## src/design/ssatw_pkg.sv

```systemverilog
// Shared types and codes for the setpoint settle and tolerance watch block.
package ssatw_pkg;

    localparam int unsigned SAMPLE_W   = 16;
    localparam int unsigned COUNT_W    = 9;
    localparam int unsigned TIMER_W    = 18;
    localparam int unsigned CFG_IDX_W  = 3;
    localparam int unsigned CFG_DATA_W = 16;
    localparam int unsigned S_TDATA_W  = 24;
    localparam int unsigned M_TDATA_W  = 8;

    // Stable count needed to declare settling, in seconds.
    localparam logic [7:0] SETTLE_STABLE = 8'd2;

    typedef enum logic [1:0] {
        OP_START = 2'd0,
        OP_TICK  = 2'd1,
        OP_ABORT = 2'd2
    } opcode_t;

    typedef enum logic [2:0] {
        ST_RUN     = 3'd0,
        ST_SETTLED = 3'd1,
        ST_SUCCESS = 3'd2,
        ST_TIMEOUT = 3'd3,
        ST_TOLERR  = 3'd4,
        ST_COMMERR = 3'd5,
        ST_ABORTED = 3'd6
    } status_t;

    typedef enum logic [1:0] {
        VALVE_NONE     = 2'd0,
        VALVE_PRESSURE = 2'd1,
        VALVE_CLOSE    = 2'd2
    } valve_t;

    typedef enum logic [1:0] {
        ALARM_NONE = 2'd0,
        ALARM_COMM = 2'd1,
        ALARM_TOL  = 2'd2
    } alarm_t;

    typedef enum logic [1:0] {
        AOPT_IGNORE = 2'd0,
        AOPT_WARN   = 2'd1,
        AOPT_FAIL   = 2'd2,
        AOPT_ABORT  = 2'd3
    } alarm_opt_t;

    typedef enum logic [CFG_IDX_W-1:0] {
        REG_SETPOINT  = 3'd0,
        REG_TOLERANCE = 3'd1,
        REG_TIMEOUT   = 3'd2,
        REG_ALARM_OPT = 3'd3,
        REG_MON_EN    = 3'd4,
        REG_STABLE    = 3'd5,
        REG_DELAY     = 3'd6
    } reg_idx_t;

    typedef struct packed {
        logic [15:0] setpoint;
        logic [15:0] tolerance;
        logic [15:0] timeout_seconds;
        alarm_opt_t  alarm_option;
        logic        monitor_enable;
        logic [7:0]  stable_seconds;
        logic [7:0]  delay_seconds;
    } cfg_t;

    typedef struct packed {
        opcode_t               opcode;
        logic [SAMPLE_W-1:0]   sample;
        logic                  comm_ok;
    } item_t;

    typedef struct packed {
        status_t status;
        valve_t  valve_action;
        alarm_t  alarm;
        logic    module_fail;
        logic    done_res;
    } result_t;

endpackage

```

## src/design/ssatw_band.sv

```systemverilog
// Tolerance band compare: setpoint - tolerance <= sample <= setpoint + tolerance.
module ssatw_band (
    input  logic [ssatw_pkg::SAMPLE_W-1:0] sample,
    input  logic [15:0]                    setpoint,
    input  logic [15:0]                    tolerance,
    output logic                           in_band
);
    import ssatw_pkg::*;

    logic [16:0] low_sum;
    logic [16:0] high_sum;

    assign low_sum  = {1'b0, sample} + {1'b0, tolerance};
    assign high_sum = {1'b0, setpoint} + {1'b0, tolerance};
    assign in_band  = (low_sum >= {1'b0, setpoint}) && ({1'b0, sample} <= high_sum);

endmodule

```

## src/design/ssatw_ctrl.sv

```systemverilog
// Run sequencer: phase, counters and per-item result decision.
module ssatw_ctrl (
    input  logic               aclk,
    input  logic               aresetn,
    input  logic               adv,
    input  ssatw_pkg::item_t   item,
    input  logic               in_band,
    input  ssatw_pkg::cfg_t    cfg,
    output ssatw_pkg::result_t result
);
    import ssatw_pkg::*;

    typedef enum logic [1:0] {
        PH_IDLE   = 2'd0,
        PH_DELAY  = 2'd1,
        PH_SETTLE = 2'd2,
        PH_WATCH  = 2'd3
    } phase_t;

    phase_t             phase_reg, phase_next;
    logic               first_reg, first_next;
    logic [COUNT_W-1:0] count_reg, count_next;
    logic [TIMER_W-1:0] timer_reg, timer_next;

    logic [COUNT_W-1:0] count_up;
    logic [COUNT_W-1:0] count_dn;
    logic [COUNT_W-1:0] count_new;
    logic [TIMER_W-1:0] timer_inc;
    logic               outside;

    assign count_up  = (count_reg == {COUNT_W{1'b1}}) ? count_reg : count_reg + 1'b1;
    assign count_dn  = (count_reg == '0) ? count_reg : count_reg - 1'b1;
    assign timer_inc = timer_reg + 1'b1;
    assign outside   = !in_band;

    always_comb begin
        phase_next = phase_reg;
        first_next = first_reg;
        count_next = count_reg;
        timer_next = timer_reg;
        count_new  = count_reg;
        result     = '{status: ST_RUN, valve_action: VALVE_NONE, alarm: ALARM_NONE,
                       module_fail: 1'b0, done_res: 1'b0};
        unique case (item.opcode)
            OP_START: begin
                count_next = '0;
                timer_next = '0;
                first_next = 1'b0;
                if (cfg.setpoint == '0) begin
                    result.valve_action = VALVE_CLOSE;
                    result.status       = ST_SUCCESS;
                    result.done_res     = 1'b1;
                    phase_next          = PH_IDLE;
                end else begin
                    result.valve_action = VALVE_PRESSURE;
                    if (!cfg.monitor_enable) begin
                        if (cfg.delay_seconds == '0) begin
                            result.status   = ST_SUCCESS;
                            result.done_res = 1'b1;
                            phase_next      = PH_IDLE;
                        end else begin
                            phase_next = PH_DELAY;
                        end
                    end else begin
                        phase_next = PH_SETTLE;
                        first_next = 1'b1;
                    end
                end
            end
            OP_ABORT: begin
                if (phase_reg != PH_IDLE) begin
                    result.status   = ST_ABORTED;
                    result.done_res = 1'b1;
                    phase_next      = PH_IDLE;
                end
            end
            OP_TICK: begin
                case (phase_reg)
                    PH_DELAY: begin
                        timer_next = timer_inc;
                        if (timer_inc >= {9'd0, cfg.delay_seconds, 1'b0}) begin
                            result.status   = ST_SUCCESS;
                            result.done_res = 1'b1;
                            phase_next      = PH_IDLE;
                        end
                    end
                    PH_SETTLE: begin
                        first_next = 1'b0;
                        if (first_reg && !item.comm_ok) begin
                            result.alarm    = ALARM_COMM;
                            result.status   = ST_COMMERR;
                            result.done_res = 1'b1;
                            phase_next      = PH_IDLE;
                        end else begin
                            count_new  = in_band ? count_up : count_dn;
                            count_next = count_new;
                            if (count_new[COUNT_W-1:1] >= SETTLE_STABLE) begin
                                result.status = ST_SETTLED;
                                phase_next    = PH_WATCH;
                                count_next    = '0;
                                timer_next    = '0;
                            end else if (timer_reg[TIMER_W-1:1] >
                                         {1'b0, cfg.timeout_seconds}) begin
                                result.status   = ST_TIMEOUT;
                                result.done_res = 1'b1;
                                phase_next      = PH_IDLE;
                            end else begin
                                timer_next = timer_inc;
                            end
                        end
                    end
                    PH_WATCH: begin
                        count_new  = outside ? count_up : count_dn;
                        count_next = count_new;
                        if (outside && cfg.alarm_option != AOPT_IGNORE) begin
                            result.alarm = ALARM_TOL;
                            if (cfg.alarm_option == AOPT_FAIL) begin
                                result.module_fail = 1'b1;
                            end
                            if (cfg.alarm_option == AOPT_ABORT) begin
                                result.status   = ST_ABORTED;
                                result.done_res = 1'b1;
                                phase_next      = PH_IDLE;
                            end
                        end
                        if (!result.done_res) begin
                            if (count_new[COUNT_W-1:1] >= cfg.stable_seconds) begin
                                result.status   = ST_TOLERR;
                                result.done_res = 1'b1;
                                phase_next      = PH_IDLE;
                            end else begin
                                timer_next = timer_inc;
                            end
                        end
                    end
                    default: ;
                endcase
            end
            default: ;
        endcase
    end

    always_ff @(posedge aclk) begin
        if (!aresetn) begin
            phase_reg <= PH_IDLE;
            first_reg <= 1'b0;
            count_reg <= '0;
            timer_reg <= '0;
        end else if (adv) begin
            phase_reg <= phase_next;
            first_reg <= first_next;
            count_reg <= count_next;
            timer_reg <= timer_next;
        end
    end

endmodule

```

## src/design/setpoint_settle_and_tolerance_watch.sv

```systemverilog
// Top level: config registers, input register, sequencer and result register.
//
//  channel  | ports                             | payload (low bit up)
//  ---------+-----------------------------------+------------------------------------------
//  input    | s_tvalid s_tready s_tdata s_tuser | tuser: opcode; tdata: sample, comm_ok
//  result   | m_tvalid m_tready m_tdata m_tlast | tdata: status, valve_action, alarm,
//           |                                   |        module_fail; tlast: done_res
//  config   | cfg_wr_en cfg_index cfg_wdata     | register index 0..6, data in low bits
//
// One transfer per cycle is sustained while the sink does not stall; an item is held in
// the input register until it advances into the result register, from which its result
// is offered.
// The only loop is the sequencer state update, done in the advancing cycle.
// Reset is synchronous active low and clears both stage valids, the sequencer state and
// the config registers to their defaults. A stalled result holds its register; the input
// register still takes a new item when the result register frees in the same cycle.
module setpoint_settle_and_tolerance_watch (
    input  logic                                aclk,
    input  logic                                aresetn,
    // config write port
    input  logic                                cfg_wr_en,
    input  logic [ssatw_pkg::CFG_IDX_W-1:0]     cfg_index,
    input  logic [ssatw_pkg::CFG_DATA_W-1:0]    cfg_wdata,
    // input stream
    input  logic                                s_tvalid,
    output logic                                s_tready,
    input  logic [ssatw_pkg::S_TDATA_W-1:0]     s_tdata,   // [15:0] sample, [16] comm_ok
    input  logic [1:0]                          s_tuser,   // [1:0] opcode
    // result stream
    output logic                                m_tvalid,
    input  logic                                m_tready,
    output logic [ssatw_pkg::M_TDATA_W-1:0]     m_tdata,   // [2:0] status, [4:3] valve_action,
                                                           // [6:5] alarm, [7] module_fail
    output logic                                m_tlast    // done_res
);
    import ssatw_pkg::*;

    cfg_t    cfg_reg;
    logic    in_valid_reg;
    item_t   in_item_reg;
    logic    out_valid_reg;
    result_t out_res_reg;
    result_t res;
    logic    in_band;
    logic    adv;

    // Move the held item into the result stage when that stage is empty or draining.
    assign adv      = in_valid_reg && (!out_valid_reg || m_tready);
    assign s_tready = !in_valid_reg || adv;

    // Config registers; a write lands at its edge, so write only while nothing is in flight.
    always_ff @(posedge aclk) begin
        if (!aresetn) begin
            cfg_reg.setpoint        <= '0;
            cfg_reg.tolerance       <= '0;
            cfg_reg.timeout_seconds <= '0;
            cfg_reg.alarm_option    <= AOPT_WARN;
            cfg_reg.monitor_enable  <= 1'b1;
            cfg_reg.stable_seconds  <= 8'd2;
            cfg_reg.delay_seconds   <= 8'd4;
        end else if (cfg_wr_en) begin
            unique case (cfg_index)
                REG_SETPOINT:  cfg_reg.setpoint        <= cfg_wdata;
                REG_TOLERANCE: cfg_reg.tolerance       <= cfg_wdata;
                REG_TIMEOUT:   cfg_reg.timeout_seconds <= cfg_wdata;
                REG_ALARM_OPT: cfg_reg.alarm_option    <= alarm_opt_t'(cfg_wdata[1:0]);
                REG_MON_EN:    cfg_reg.monitor_enable  <= cfg_wdata[0];
                REG_STABLE:    cfg_reg.stable_seconds  <= cfg_wdata[7:0];
                REG_DELAY:     cfg_reg.delay_seconds   <= cfg_wdata[7:0];
                default: ;
            endcase
        end
    end

    // Input register: capture on each input transfer, drop valid when advanced.
    always_ff @(posedge aclk) begin
        if (!aresetn) begin
            in_valid_reg <= 1'b0;
        end else if (s_tvalid && s_tready) begin
            in_valid_reg <= 1'b1;
        end else if (adv) begin
            in_valid_reg <= 1'b0;
        end
    end

    always_ff @(posedge aclk) begin
        if (s_tvalid && s_tready) begin
            in_item_reg.opcode  <= opcode_t'(s_tuser);
            in_item_reg.sample  <= s_tdata[SAMPLE_W-1:0];
            in_item_reg.comm_ok <= s_tdata[SAMPLE_W];
        end
    end

    ssatw_band u_band (
        .sample    (in_item_reg.sample),
        .setpoint  (cfg_reg.setpoint),
        .tolerance (cfg_reg.tolerance),
        .in_band   (in_band)
    );

    ssatw_ctrl u_ctrl (
        .aclk    (aclk),
        .aresetn (aresetn),
        .adv     (adv),
        .item    (in_item_reg),
        .in_band (in_band),
        .cfg     (cfg_reg),
        .result  (res)
    );

    // Result register: load on advance, hold while the sink stalls.
    always_ff @(posedge aclk) begin
        if (!aresetn) begin
            out_valid_reg <= 1'b0;
        end else if (adv) begin
            out_valid_reg <= 1'b1;
        end else if (m_tready) begin
            out_valid_reg <= 1'b0;
        end
    end

    always_ff @(posedge aclk) begin
        if (adv) begin
            out_res_reg <= res;
        end
    end

    assign m_tvalid = out_valid_reg;
    assign m_tdata  = {out_res_reg.module_fail, out_res_reg.alarm,
                       out_res_reg.valve_action, out_res_reg.status};
    assign m_tlast  = out_res_reg.done_res;

endmodule
```

## config.mk

```make
export PLATFORM = sky130hd
export DESIGN_NAME = setpoint_settle_and_tolerance_watch
export DESIGN_NICKNAME = d
export VERILOG_FILES = /design/src/design/ssatw_pkg.sv /design/src/design/ssatw_band.sv /design/src/design/ssatw_ctrl.sv /design/src/design/setpoint_settle_and_tolerance_watch.sv
export SDC_FILE = /design/constraint.sdc
export NUM_CORES = 1
export LEC_CHECK = 0
export BUFFER_PORTS_ARGS = -buffer_cell sky130_fd_sc_hd__clkbuf_2
export CORE_MARGIN = 4
export CORE_UTILIZATION = 35
export CTS_CLUSTER_SIZE = 8
export DETAILED_ROUTE_END_ITERATION = 10
export SLEW_MARGIN = 40
export SYNTH_ARGS = -nofsm -noshare
export SYNTH_HDL_FRONTEND = slang
export SYNTH_SLANG_ARGS = --single-unit
```

## constraint.sdc

```tcl
create_clock -name aclk -period 8.45 [get_ports aclk]
set_input_delay 1.69 -clock aclk [delete_from_list [all_inputs] [get_ports aclk]]
set_output_delay 1.69 -clock aclk [all_outputs]
set_load 0.01 [all_outputs]
```

==> impl_metrics.toml <==
[cts]
htreeDepth = 4
postCtsHoldBufs = 0
ctsResizeCount = 0
post_cts_buffers = 0
numCtsBuffers = 17
clockBufferDepth = 2
root_buffer = "clkbuf_16"
insertion_delay_ps = 420
tritoncts = "done"
cts_sinks = 127
cts.clk_slew.worst_paths_ps = 60

[timing]
hold_viol = 0
fmax_ghz = 0.131
final_max_slew_viol_count = 0
worst_pin_slew_ps = 768
rsz0062_at_grt = "false"
finalSetupTns_ps = 0
relSlewSlack_pct = 48.3
finalClockSkew_ps = 12.5
finalSetupViolCount = 0
min_period_over_period_pct = 90.5
min_period_ps = 7650

[cells_and_area]
largest_reg_flops = 67
drive_gt1_share_pct = 10.2
area_growth_pct = 13.5
utilization_pct = 40.5
nNetsFinal = 1304

[synth]
yosys.area.top_type_share_pct = 22.0
synth_most_common_cell = "nand2_1"
synth_area_sq_um = 9010
netlist_top_cells_area = "dfxtp_1, ha_1, edfxtp_1"
synth_edf_count = 28
ys.flop_type = "dfxtp_1"
synth.distinct_cells = 74
yosysSeqAreaShare_pct = 31.3
ys_top_cells_by_count = "nand2_1, a21oi_1, ha_1, dfxtp_1, inv_1"
synth_fp_nets = 1264
synth.largest_area_cell = "dfxtp_1"
yosys_warnings = 0
syn_inst = 1105
ys_ff_latch = 127
async_reset_ff_share_pct = 0
syn_area_per_cell_sq_um = 8.16

[global_route]
antenna_found_initial = 1
grt_pass1_wl_mm = 40.3
overflow = 0
grt_max_degree = 84
grt_pass1_vias = 7498
grt.total_usage_pct = 17.7

[worst_setup_path]
cp-endpoint = "u_ctrl.timer_reg[16]"
r2r_end = "u_ctrl.timer_reg[16]"
worst_setup_path_end_kind = "flop"
crit_slowest_cell = "nor2b_1"
startpoint = "cfg_reg[51]"
cp-start-kind = "flop"
reg2reg_from = "cfg_reg[51]"
crit_arrival_ps = 8000
path_common_cell = "ha_1"
critPathRequiredTime_ps = 8800
path_class = "reg -> reg"
r2r_slack_ps = 800
cpPeakStageDelay_ps = 580
path_max_fanout = 15
rr_worst_depth = 28

[power_and_ir_drop]
clkPwrFrac_pct = 46.9
peakVddDrop_v = 0.000101
switching_share_pct = 26.0
power.switching_uw = 418
p_comb_share_pct = 12.7
internal_power_mw = 1.19
power_mw = 1.61
p_per_area_nw_per_um2 = 157
sequentialPowerShare_pct = 40.3
power.leakage_nw = 4.06

[route]
dr_total_vias = 8051
firstDrtPassIters = 5
drc = 0
ant_nets = 0
via_per_inst = 5.41
drt-initial-drc-count = 435
wl_mm = 24.7
wl_per_cell_microns = 16.6

[die]
rows = 58
dieWidth_microns = 168
die_y_microns = 168
die-area_sq_um = 28400
core_area_sq_um = 25300
start_util_pct = 35.7
io_pins = 61

[job]
drv_cap = 0

[placement]
hpwl_mm = 18.5
numPortBuffers = 53
place_congestion = 0.846

[run_status]
status = "complete, no violations"

[min_path]
hp-class = "reg -> reg"
hold_start = "cfg_reg[11]"
[cell usage in the layout (no fill, tap or decap), types with 8 or more instances in the layout]
cell,n
xnor2_1,24
mux2i_1,11
o21ai_0,49
nand3_1,30
a21o_1,13
nor2b_1,13
nand4_1,20
o211ai_1,9
clkbuf_2,53
ha_1,107
clkbuf_16,19
a21oi_1,116
nor3_1,22
nand2_1,171
nor4_1,11
xor2_1,17
edfxtp_1,28
a31oi_1,8
nand2b_1,11
inv_1,82
or3_1,18
and2_1,8
and3_1,20
nor2_1,42
a211oi_1,9
dfxtp_1,99
o21a_1,9
buf_4,10
[through the flow]
step	setup WS (ps)	instance area (sq um)	std cells	hold slack (ps)
after floorplan	2160	9010	1105	436
after global placement	981	9580	1454	443
after detailed placement	860	9620	1456	450
after CTS	819	10200	1488	458
after global routing	139	10200	1489	475
final	801	10200	1489	455
[how the worst min path moves through the flow]
stage / cells after the start / endpoint
2_1_floorplan: 2 / cfg_reg[10]
3_3_place_gp: 2 / cfg_reg[25]
3_5_place_dp: 2 / cfg_reg[31]
4_1_cts: 2 / cfg_reg[31]
5_1_grt: 2 / cfg_reg[24]
6_report: 2 / cfg_reg[11]
[cell type report]
type | count | area (sq um)
Clock inverter | 9 | 103
Sequential cell | 127 | 2820
Multi-Input combinational cell | 851 | 5710
Fill cell | 2614 | 15000
Inverter | 83 | 312
Clock buffer | 23 | 500
Antenna cell | 1 | 2.50
Tap cell | 330 | 413
Timing Repair Buffer | 65 | 363
[power groups by stage]
| stage | logic [mW] | registers [mW] | clock network, mW |
|---|---|---|---|
| 4_1_cts | 0.205 | 0.648 | 0.769 |
| 3_5_place_dp | 0.204 | 0.661 | 0 |
| 5_1_grt | 0.231 | 0.650 | 0.799 |
| 2_1_floorplan | 0.136 | 0.658 | 0 |
| 3_3_place_gp | 0.200 | 0.661 | 0 |
| 6_report | 0.204 | 0.648 | 0.755 |
[kinds of logic (layout without fill, tap and decap cells)]
group,count (synthesis),count (layout),share of synthesized area (%)
adder cells (fa/ha/maj),109,109,15.3
buffers and inverters,127,180,5.62
AO/OA/AOI/OAI,298,298,21.5
XOR/XNOR,41,41,3.98
multiplexers,12,12,1.39
flip-flops,127,127,31.3
AND/OR/NAND/NOR,391,391,20.9
other,0,1,0
[layer usage]
layer / wire length [microns] / GRT usage [%] / vias up / part of all wire, %
met5: 0 / 0 / - / 0
met4: 384 / 4.66 / 0 / 1.6
met3: 1050 / 3.36 / 24 / 4.3
met2: 11300 / 28.2 / 140 / 46
met1: 12000 / 24.5 / 3798 / 48
li1: - / - / 4089 / -
[critical path: cells and delay by family, from the launching register on]
kind	cells	cell delay, ps
buf+inv	3	670
simple gates	8	2270
xor+xnor	1	130
compound gates	12	2920
flops	1	350
fa+ha+maj	4	1220
Power figures use the tool's default switching activity.
